--- src/sv/nntp_pkg.sv ---
// Shared types, codes and helpers for the note name text parser.
// Used by every module of the block; depends on nothing.
package nntp_pkg;

	// Parser phase
	typedef enum logic [2:0] {
		PH_START  = 3'd0,
		PH_DIGITS = 3'd1,
		PH_LETTER = 3'd2,
		PH_ACC    = 3'd3,
		PH_MINUS  = 3'd4,
		PH_OCTAVE = 3'd5
	} phase_t;

	// Result error codes
	typedef enum logic [2:0] {
		ERR_OK         = 3'd0,
		ERR_EMPTY      = 3'd1,
		ERR_NUM_RANGE  = 3'd2,
		ERR_NO_LETTER  = 3'd3,
		ERR_NO_OCTAVE  = 3'd4,
		ERR_TRAILING   = 3'd5,
		ERR_NOTE_RANGE = 3'd6
	} err_t;

	// Accidental codes
	localparam logic [1:0] ACC_NONE  = 2'd0;
	localparam logic [1:0] ACC_SHARP = 2'd1;
	localparam logic [1:0] ACC_FLAT  = 2'd2;

	// Character codes
	localparam logic [7:0] CH_HASH  = 8'd35;
	localparam logic [7:0] CH_MINUS = 8'd45;
	localparam logic [7:0] CH_LOW_B = 8'd98;

	localparam int unsigned QUEUE_DEPTH_DEF = 4;
	localparam logic [4:0]  MCO_RESET       = 5'd3;

	// Parse state captured at the end of one text
	typedef struct packed {
		phase_t     phase;
		logic [3:0] pitch;
		logic [1:0] accidental;
		logic       octave_neg;
		logic [7:0] accum;
		err_t       sticky;
	} snap_t;

	function automatic logic is_space(input logic [7:0] c);
		return (c == 8'd32) || ((c >= 8'd9) && (c <= 8'd13));
	endfunction

	function automatic logic is_digit(input logic [7:0] c);
		return (c >= 8'd48) && (c <= 8'd57);
	endfunction

	// Pitch plus one for a note letter, zero for anything else
	function automatic logic [3:0] letter_pitch(input logic [7:0] c);
		logic [7:0] u;
		logic [3:0] p;
		u = ((c >= 8'd97) && (c <= 8'd122)) ? c - 8'd32 : c;
		unique case (u)
			8'd67:   p = 4'd1;
			8'd68:   p = 4'd3;
			8'd69:   p = 4'd5;
			8'd70:   p = 4'd6;
			8'd71:   p = 4'd8;
			8'd65:   p = 4'd10;
			8'd66:   p = 4'd12;
			default: p = 4'd0;
		endcase
		return p;
	endfunction

	// acc*10 + digit, saturating at 255
	function automatic logic [7:0] push_digit(input logic [7:0] acc, input logic [7:0] c);
		logic [11:0] v;
		v = 12'({acc, 3'b000}) + 12'({acc, 1'b0}) + 12'(c[3:0]);
		return (v > 12'd255) ? 8'hFF : v[7:0];
	endfunction

endpackage

--- src/sv/nntp_front.sv ---
// Front end: accepts characters, classifies them and advances the parse state.
// Hands a snapshot of the finished parse to the queue. Depends on nntp_pkg.
module nntp_front (
	input  logic          clk,
	input  logic          arst_n,
	input  logic          accept,
	input  logic [7:0]    text_char,
	input  logic          char_present,
	input  logic          end_of_text,
	output logic          push,
	output nntp_pkg::snap_t push_snap
);
	import nntp_pkg::*;

	phase_t     phase_q, phase_d;
	logic [3:0] pitch_q, pitch_d;
	logic [1:0] accid_q, accid_d;
	logic       neg_q, neg_d;
	logic [7:0] accum_q, accum_d;
	logic       pend_q, pend_d;
	err_t       sticky_q, sticky_d;
	logic [3:0] lp;
	logic       dig;

	// Character classification
	assign lp  = letter_pitch(text_char);
	assign dig = is_digit(text_char);

	// Next parse state for the current character
	always_comb begin
		phase_d  = phase_q;
		pitch_d  = pitch_q;
		accid_d  = accid_q;
		neg_d    = neg_q;
		accum_d  = accum_q;
		pend_d   = pend_q;
		sticky_d = sticky_q;
		if (char_present && (sticky_q == ERR_OK)) begin
			if (is_space(text_char)) begin
				if (phase_q != PH_START) pend_d = 1'b1;
			end else if (pend_q) begin
				sticky_d = (phase_q == PH_DIGITS) ? ERR_NO_LETTER : ERR_TRAILING;
			end else begin
				unique case (phase_q)
					PH_START: begin
						if (dig) begin
							phase_d = PH_DIGITS;
							accum_d = push_digit(accum_q, text_char);
						end else if (lp == 4'd0) begin
							sticky_d = ERR_NO_LETTER;
						end else begin
							pitch_d = lp - 4'd1;
							phase_d = PH_LETTER;
						end
					end
					PH_DIGITS: begin
						if (dig) accum_d = push_digit(accum_q, text_char);
						else sticky_d = ERR_NO_LETTER;
					end
					PH_LETTER, PH_ACC, PH_MINUS, PH_OCTAVE: begin
						if ((phase_q == PH_LETTER) && (text_char == CH_HASH)) begin
							accid_d = ACC_SHARP;
							phase_d = PH_ACC;
						end else if ((phase_q == PH_LETTER) && (text_char == CH_LOW_B)) begin
							accid_d = ACC_FLAT;
							phase_d = PH_ACC;
						end else if (((phase_q == PH_LETTER) || (phase_q == PH_ACC))
								&& (text_char == CH_MINUS)) begin
							neg_d   = 1'b1;
							phase_d = PH_MINUS;
						end else if (dig) begin
							accum_d = push_digit(accum_q, text_char);
							phase_d = PH_OCTAVE;
						end else begin
							sticky_d = ERR_TRAILING;
						end
					end
					default: sticky_d = ERR_TRAILING;
				endcase
			end
		end
	end

	// Snapshot goes to the queue on the last item
	assign push = accept && end_of_text;
	always_comb begin
		push_snap.phase      = phase_d;
		push_snap.pitch      = pitch_d;
		push_snap.accidental = accid_d;
		push_snap.octave_neg = neg_d;
		push_snap.accum      = accum_d;
		push_snap.sticky     = sticky_d;
	end

	// Parse state registers; cleared after each text
	always_ff @(posedge clk or negedge arst_n) begin
		if (!arst_n) begin
			phase_q  <= PH_START;
			pitch_q  <= 4'd0;
			accid_q  <= ACC_NONE;
			neg_q    <= 1'b0;
			accum_q  <= 8'd0;
			pend_q   <= 1'b0;
			sticky_q <= ERR_OK;
		end else if (accept) begin
			if (end_of_text) begin
				phase_q  <= PH_START;
				pitch_q  <= 4'd0;
				accid_q  <= ACC_NONE;
				neg_q    <= 1'b0;
				accum_q  <= 8'd0;
				pend_q   <= 1'b0;
				sticky_q <= ERR_OK;
			end else begin
				phase_q  <= phase_d;
				pitch_q  <= pitch_d;
				accid_q  <= accid_d;
				neg_q    <= neg_d;
				accum_q  <= accum_d;
				pend_q   <= pend_d;
				sticky_q <= sticky_d;
			end
		end
	end

	// First error wins until the text ends
	a_sticky_holds: assert property (@(posedge clk) disable iff (!arst_n)
		(sticky_q != ERR_OK) && !(accept && end_of_text) |=> sticky_q == $past(sticky_q))
		else $error("sticky error changed inside a text");

	// Pending whitespace only after something was seen
	a_pend_phase: assert property (@(posedge clk) disable iff (!arst_n)
		pend_q |-> (phase_q != PH_START))
		else $error("pending space in start phase");

endmodule

--- src/sv/nntp_queue.sv ---
// Short queue of parse snapshots between front and back ends.
// Depends on nntp_pkg for the snapshot type.
module nntp_queue #(
	parameter int unsigned DEPTH = nntp_pkg::QUEUE_DEPTH_DEF
) (
	input  logic            clk,
	input  logic            arst_n,
	input  logic            push,
	input  nntp_pkg::snap_t push_snap,
	input  logic            pop,
	output logic            not_empty,
	output logic            full,
	output nntp_pkg::snap_t head
);
	import nntp_pkg::*;

	localparam int PTR_W = $clog2(DEPTH);
	localparam int CNT_W = $clog2(DEPTH + 1);

	snap_t             slot_q [DEPTH];
	logic [PTR_W-1:0]  wr_ptr_q;
	logic [PTR_W-1:0]  rd_ptr_q;
	logic [CNT_W-1:0]  count_q;

	assign not_empty = (count_q != '0);
	assign full      = (count_q == CNT_W'(DEPTH));
	assign head      = slot_q[rd_ptr_q];

	// Storage, no reset needed
	always_ff @(posedge clk) begin
		if (push) slot_q[wr_ptr_q] <= push_snap;
	end

	// Pointers and fill count
	always_ff @(posedge clk or negedge arst_n) begin
		if (!arst_n) begin
			wr_ptr_q <= '0;
			rd_ptr_q <= '0;
			count_q  <= '0;
		end else begin
			if (push)
				wr_ptr_q <= (wr_ptr_q == PTR_W'(DEPTH - 1)) ? '0 : wr_ptr_q + 1'b1;
			if (pop)
				rd_ptr_q <= (rd_ptr_q == PTR_W'(DEPTH - 1)) ? '0 : rd_ptr_q + 1'b1;
			if (push && !pop)      count_q <= count_q + 1'b1;
			else if (pop && !push) count_q <= count_q - 1'b1;
		end
	end

	a_no_overflow: assert property (@(posedge clk) disable iff (!arst_n)
		push |-> !full)
		else $error("push into full queue");

	a_no_underflow: assert property (@(posedge clk) disable iff (!arst_n)
		pop |-> not_empty)
		else $error("pop from empty queue");

endmodule

--- src/sv/nntp_back.sv ---
// Back end: resolves a queued parse snapshot into note number and error code.
// Holds the octave offset register and the output register. Depends on nntp_pkg.
module nntp_back (
	input  logic            clk,
	input  logic            arst_n,
	input  logic            cfg_we,
	input  logic [4:0]      cfg_wdata,
	input  logic            snap_valid,
	input  nntp_pkg::snap_t snap,
	output logic            pop,
	output logic            m_tvalid,
	input  logic            m_tready,
	output logic [15:0]     m_tdata
);
	import nntp_pkg::*;

	logic [4:0]         mco_q;
	logic signed [9:0]  oct;
	logic signed [10:0] base;
	logic signed [14:0] adj;
	logic signed [14:0] note_full;
	logic [6:0]         note_d;
	err_t               err_d;
	logic               valid_q;
	logic [6:0]         note_q;
	err_t               err_q;

	// Middle C octave register
	always_ff @(posedge clk or negedge arst_n) begin
		if (!arst_n) mco_q <= MCO_RESET;
		else if (cfg_we) mco_q <= cfg_wdata;
	end

	// (octave + 5 - mco) * 12 + pitch + accidental
	always_comb begin
		oct  = snap.octave_neg ? -$signed({2'b00, snap.accum}) : $signed({2'b00, snap.accum});
		base = 11'(oct) + 11'sd5 - 11'($signed(mco_q));
		case (snap.accidental)
			ACC_SHARP: adj = 15'sd1;
			ACC_FLAT:  adj = -15'sd1;
			default:   adj = 15'sd0;
		endcase
		note_full = (15'(base) <<< 3) + (15'(base) <<< 2)
			+ $signed({11'd0, snap.pitch}) + adj;
	end

	// Result selection
	always_comb begin
		note_d = 7'd0;
		err_d  = ERR_OK;
		if (snap.sticky != ERR_OK) begin
			err_d = snap.sticky;
		end else begin
			unique case (snap.phase)
				PH_START: err_d = ERR_EMPTY;
				PH_DIGITS: begin
					if (snap.accum > 8'd127) err_d = ERR_NUM_RANGE;
					else note_d = snap.accum[6:0];
				end
				PH_OCTAVE: begin
					if (note_full[14] || (note_full > 15'sd127)) err_d = ERR_NOTE_RANGE;
					else note_d = note_full[6:0];
				end
				default: err_d = ERR_NO_OCTAVE;
			endcase
		end
	end

	// Output register; refills while the old request is being taken
	assign pop = snap_valid && (!valid_q || m_tready);

	always_ff @(posedge clk or negedge arst_n) begin
		if (!arst_n) valid_q <= 1'b0;
		else if (pop) valid_q <= 1'b1;
		else if (m_tready) valid_q <= 1'b0;
	end

	always_ff @(posedge clk) begin
		if (pop) begin
			note_q <= note_d;
			err_q  <= err_d;
		end
	end

	assign m_tvalid = valid_q;
	assign m_tdata  = {6'd0, err_q, note_q};

	a_err_zero_note: assert property (@(posedge clk) disable iff (!arst_n)
		valid_q && (err_q != ERR_OK) |-> note_q == 7'd0)
		else $error("note nonzero with error");

	a_pop_needs_room: assert property (@(posedge clk) disable iff (!arst_n)
		pop && valid_q |-> m_tready)
		else $error("output overwritten while stalled");

endmodule

--- src/sv/note_name_text_parser_core.sv ---
// Note name text parser, top level: front end, snapshot queue, back end.
// Depends on nntp_pkg, nntp_front, nntp_queue, nntp_back.
//
// Input channel s_*: one character per request. s_tdata = text_char,
// s_tuser = char_present (0: the request only ends the text), s_tlast =
// end_of_text. Only the last request of a text gives a result.
// Output channel m_*: m_tdata[6:0] = note_number, m_tdata[9:7] = error_code.
// Config: cfg_we writes cfg_wdata (signed middle C octave); write only idle.
// Throughput: one character per cycle while s_tready is high. The front end
// updates the parse state in the accepting cycle; a finished text enters a
// QUEUE_DEPTH-entry queue, and the back end resolves the note into the
// output register. When the receiver stalls, the output register holds
// its result and up to QUEUE_DEPTH more finished texts wait in the queue;
// s_tready falls only when the queue is full. Reset clears the parse state,
// empties the queue and output, and sets middle C octave to 3.
module note_name_text_parser_core #(
	parameter int unsigned QUEUE_DEPTH = nntp_pkg::QUEUE_DEPTH_DEF
) (
	input  logic        clk,
	input  logic        arst_n,
	input  logic        cfg_we,
	input  logic [4:0]  cfg_wdata,   // middle_c_octave
	input  logic        s_tvalid,
	output logic        s_tready,
	input  logic [7:0]  s_tdata,     // text_char
	input  logic        s_tuser,     // char_present
	input  logic        s_tlast,     // end_of_text
	output logic        m_tvalid,
	input  logic        m_tready,
	output logic [15:0] m_tdata      // note_number[6:0], error_code[9:7], zero fill
);
	import nntp_pkg::*;

	logic  accept;
	logic  push;
	snap_t push_snap;
	logic  pop;
	logic  not_empty;
	logic  full;
	snap_t head;

	assign s_tready = !full;
	assign accept   = s_tvalid && s_tready;

	nntp_front u_front (
		.clk          (clk),
		.arst_n       (arst_n),
		.accept       (accept),
		.text_char    (s_tdata),
		.char_present (s_tuser),
		.end_of_text  (s_tlast),
		.push         (push),
		.push_snap    (push_snap)
	);

	nntp_queue #(
		.DEPTH (QUEUE_DEPTH)
	) u_queue (
		.clk       (clk),
		.arst_n    (arst_n),
		.push      (push),
		.push_snap (push_snap),
		.pop       (pop),
		.not_empty (not_empty),
		.full      (full),
		.head      (head)
	);

	nntp_back u_back (
		.clk        (clk),
		.arst_n     (arst_n),
		.cfg_we     (cfg_we),
		.cfg_wdata  (cfg_wdata),
		.snap_valid (not_empty),
		.snap       (head),
		.pop        (pop),
		.m_tvalid   (m_tvalid),
		.m_tready   (m_tready),
		.m_tdata    (m_tdata)
	);

endmodule
--- config.mk ---
export PLATFORM = sky130hd
export DESIGN_NAME = note_name_text_parser_core
export DESIGN_NICKNAME = d
export VERILOG_FILES = /design/src/sv/nntp_pkg.sv /design/src/sv/nntp_front.sv /design/src/sv/nntp_queue.sv /design/src/sv/nntp_back.sv /design/src/sv/note_name_text_parser_core.sv
export SDC_FILE = /design/constraint.sdc
export NUM_CORES = 1
export LEC_CHECK = 0
export ABC_AREA = 1
export BUFFER_PORTS_ARGS = -buffer_cell sky130_fd_sc_hd__buf_4
export CELL_PAD_IN_SITES_DETAIL_PLACEMENT = 0
export CELL_PAD_IN_SITES_GLOBAL_PLACEMENT = 1
export CORE_MARGIN = 2
export CORE_UTILIZATION = 44
export DETAILED_ROUTE_END_ITERATION = 10
export GPL_TIMING_DRIVEN = 1
export PLACE_DENSITY_LB_ADDON = 0.1
export SKIP_LAST_GASP = 1
export SYNTH_ARGS = -nofsm -noshare
export SYNTH_HDL_FRONTEND = slang
export SYNTH_SLANG_ARGS = --single-unit
--- constraint.sdc ---
create_clock -name clk -period 6 [get_ports clk]
set_clock_uncertainty 0.2 [all_clocks]
set_input_delay 0.9 -clock clk [delete_from_list [all_inputs] [get_ports clk]]
set_output_delay 0.9 -clock clk [all_outputs]
set_load 0.03 [all_outputs]
==> results.toml <==
[placed_design]
gp_congestion = 0.826
pre_cts_slack_ps = -133
dp_hpwl_um = 14700
numPortBuffers = 31

[final_layout]
layout_common_cells = "nand2_1 (177), inv_1 (117), buf_4 (101)"
fin_nets = 1171
n_antenna_cell = 0
final_common_cell = "nand2_1"
drive_gt1_share_pct = 26.3
fin_util_pct = 55.6
area_growth_syn_to_layout_pct = 24.7

[timing]
max_freq_ghz = 0.172
final_max_slew_viol_count = 0
worst_slew_pin_slew_ps = 616
grt_setup_unrepaired = "yes"
layout_setup_ws_ps = 191
relSlewSlack_pct = 58.6
fin_crit_sh_pct = 96.8
tns_ps = 0
setup_viol = 0
min_period_ps = 5810
final-hold-violation-count = 0

[clock_tree]
cts-buffers-inserted = 17
clkSlewWorstSetupHoldPaths_ps = 60
cts-root-buf = "clkbuf_16"
cts_tree = "built"
clk_latency_ps = 410
clkSinkCount = 129
htree_levels = 4
cts.path.max_buffers = 2
cts_hold_repair.buffers = 0

[flow_run]
cap_violations = 0

[setup_path]
crit_slowest_cell = "fa_1"
cp.arrival_ps = 5760
critical_path_class = "reg -> reg"
crit_top_cell = "buf_4"
crit_fanout = 8
critPathMaxStageDelay_ps = 520
cp-start-kind = "flip-flop"
endpoint_kind = "flip-flop"
worstPathRequired_ps = 5950

[synthesis]
yosysWarnings = 0
synth_area_sq_um = 8620
synth.distinct_cells = 55
postSynthAreaPerCell_sq_um = 9.00
yosysSeqAreaShare_pct = 42.9
synthFlopType = "edfxtp_1"
syn-instance-count = 958
synth-edff-count = 94
async_flop_share_pct = 27.1
synth-seq-cells = 129

[drt]
antenna_left = 0
routed_wirelength_um = 19900
drc = 0
wire_per_inst_um = 14.8
vias = 6626
drt_iter0_markers = 360
dr.pass1.iters = 4
viasPerCell = 4.94

[floorplan]
pin_count = 38
die_h_um = 144
start_util_pct = 44.6
dieArea_sq_um = 20700
die_w_um = 144
fp-row-count = 51
fp.coreArea_sq_um = 19300

[global_routing]
grt-ovfl-total = 0
grt_pass1_vias = 6305
antenna_found_initial = 0
grt_max_degree = 36
grt_usage_pct = 19.8
grt_first_pass_wirelength_um = 31700

[min_path]
hold_path_class = "in -> async"

[run_status]
outcome = "finished clean"
[critical path: cells and delay by family, from the launching register on]
| kind | cells | cell delay, ps |
|---|---|---|
| compound gates | 5 | 490 |
| xor+xnor | 3 | 660 |
| fa+ha+maj | 5 | 1620 |
| buf+inv | 9 | 1060 |
| flops | 1 | 470 |
| simple gates | 8 | 1070 |
[final cells by class]
type                            instances  area [sq um]
Inverter                              144           546
Timing Repair inverter                  1          7.51
Tap cell                              265           332
Timing Repair Buffer                  108           837
Multi-Input combinational cell        663          4730
Clock buffer                           17           425
Sequential cell                       129          3700
Fill cell                            1758          8590
Clock inverter                         15           174
[worst paths after layout]
| kind | start | endpoint | slack, ps | cells after the start |
|---|---|---|---|---|
| min in group clk | u_front.accid_q[0] | u_front.accid_q[0] | 290 | 2 |
| worst max register to register | u_queue.rd_ptr_q[0] | u_back.note_q[5] | 190 | 30 |
| worst min register to register | u_front.accid_q[0] | u_front.accid_q[0] | 290 | 2 |
| worst max-delay path | u_queue.rd_ptr_q[0] | u_back.note_q[5] | 190 | 30 |
| max in group asynchronous | arst_n | u_queue.rd_ptr_q[0] | 4940 | 1 |
| worst min-delay path | arst_n | u_back.m_tvalid | 270 | 1 |
[Yosys cell counts (3+ instances only)]
library cell  count  area (sq um)
nor3_1           11          55.1
nand3_1          43           215
o22ai_1          11          68.8
fa_1             17           340
o31ai_2           3          37.5
a21boi_0          7          52.6
o21ai_1           8          40.0
edfxtp_1         94          2820
ha_1             70           876
nor2_4            5          56.3
nor3_2            3          30.0
a31oi_1          11          68.8
inv_2            18          67.6
a32o_1            6          60.1
dfrtp_1          33           826
nor2_1           71           267
nand2_4           5          56.3
a21oi_1          58           290
a32oi_1           8          70.1
nand2_1         189           709
buf_4             6          45.0
buf_2            13          65.1
inv_1           124           465
a21o_1            5          37.5
o21ai_0          47           235
xor2_1           19           166
nand4_1           8          50.1
clkbuf_1          6          22.5
xnor2_1          10          87.6
o31ai_1           3          22.5
nor2_2            6          37.5
nand2_2           6          37.5
a31oi_2           3          37.5
nand3b_1          4          30.0
[per-layer routing]
layer / share of wire, % / global-route usage (%) / routed length [um]
met1: 46 / 25.6 / 9160
met5: 0 / 0 / 0
met4: 1.1 / 4.90 / 216
met3: 2.0 / 2.67 / 403
met2: 51 / 35.2 / 10100
[sequential cells by signal, indices dropped and copies added (netlist names)]
name / cells
u_front.accum_q: 8
u_front.pitch_q: 4
u_back.m_tvalid: 1
u_front.phase_q: 3
u_back.note_q: 7
u_queue.rd_ptr_q: 2
u_queue.slot_q: 84
u_front.pend_q: 1
u_queue.count_q: 3
u_queue.wr_ptr_q: 2
u_back.err_q: 3
u_back.mco_q: 5
u_front.accid_q: 2
u_front.neg_q: 1
u_front.sticky_q: 3
[cells by family after synthesis]
kind of cell    count (synthesis)  share of synthesized area (%)
buf+inv                       171                           8.01
compound gates                182                           13.0
other cells                     1                         0.0435
xor+xnor                       30                           3.21
fa+ha+maj                      87                           14.1
flops                         129                           42.9
simple gates                  356                           18.5
mux                             2                          0.261
[per-stage QoR]
stage	hold WS, ps	area (sq um)	cells
floorplan	249	8650	963
global placement	268	9530	1293
detailed placement	274	9530	1293
CTS	277	10200	1326
global route	294	10700	1342
finish	267	10700	1342
[timing repair]
action / CTS / global route
buffers inserted: 1 / 15
setup endpoints to repair: 9 / 9
gates resized for setup: 12 / 87
pin swaps: 6 / 47
cloned: 0 / 1
Power is not shown: default switching activity piles up to over one toggle a cycle in this logic, so the estimate is an artifact.
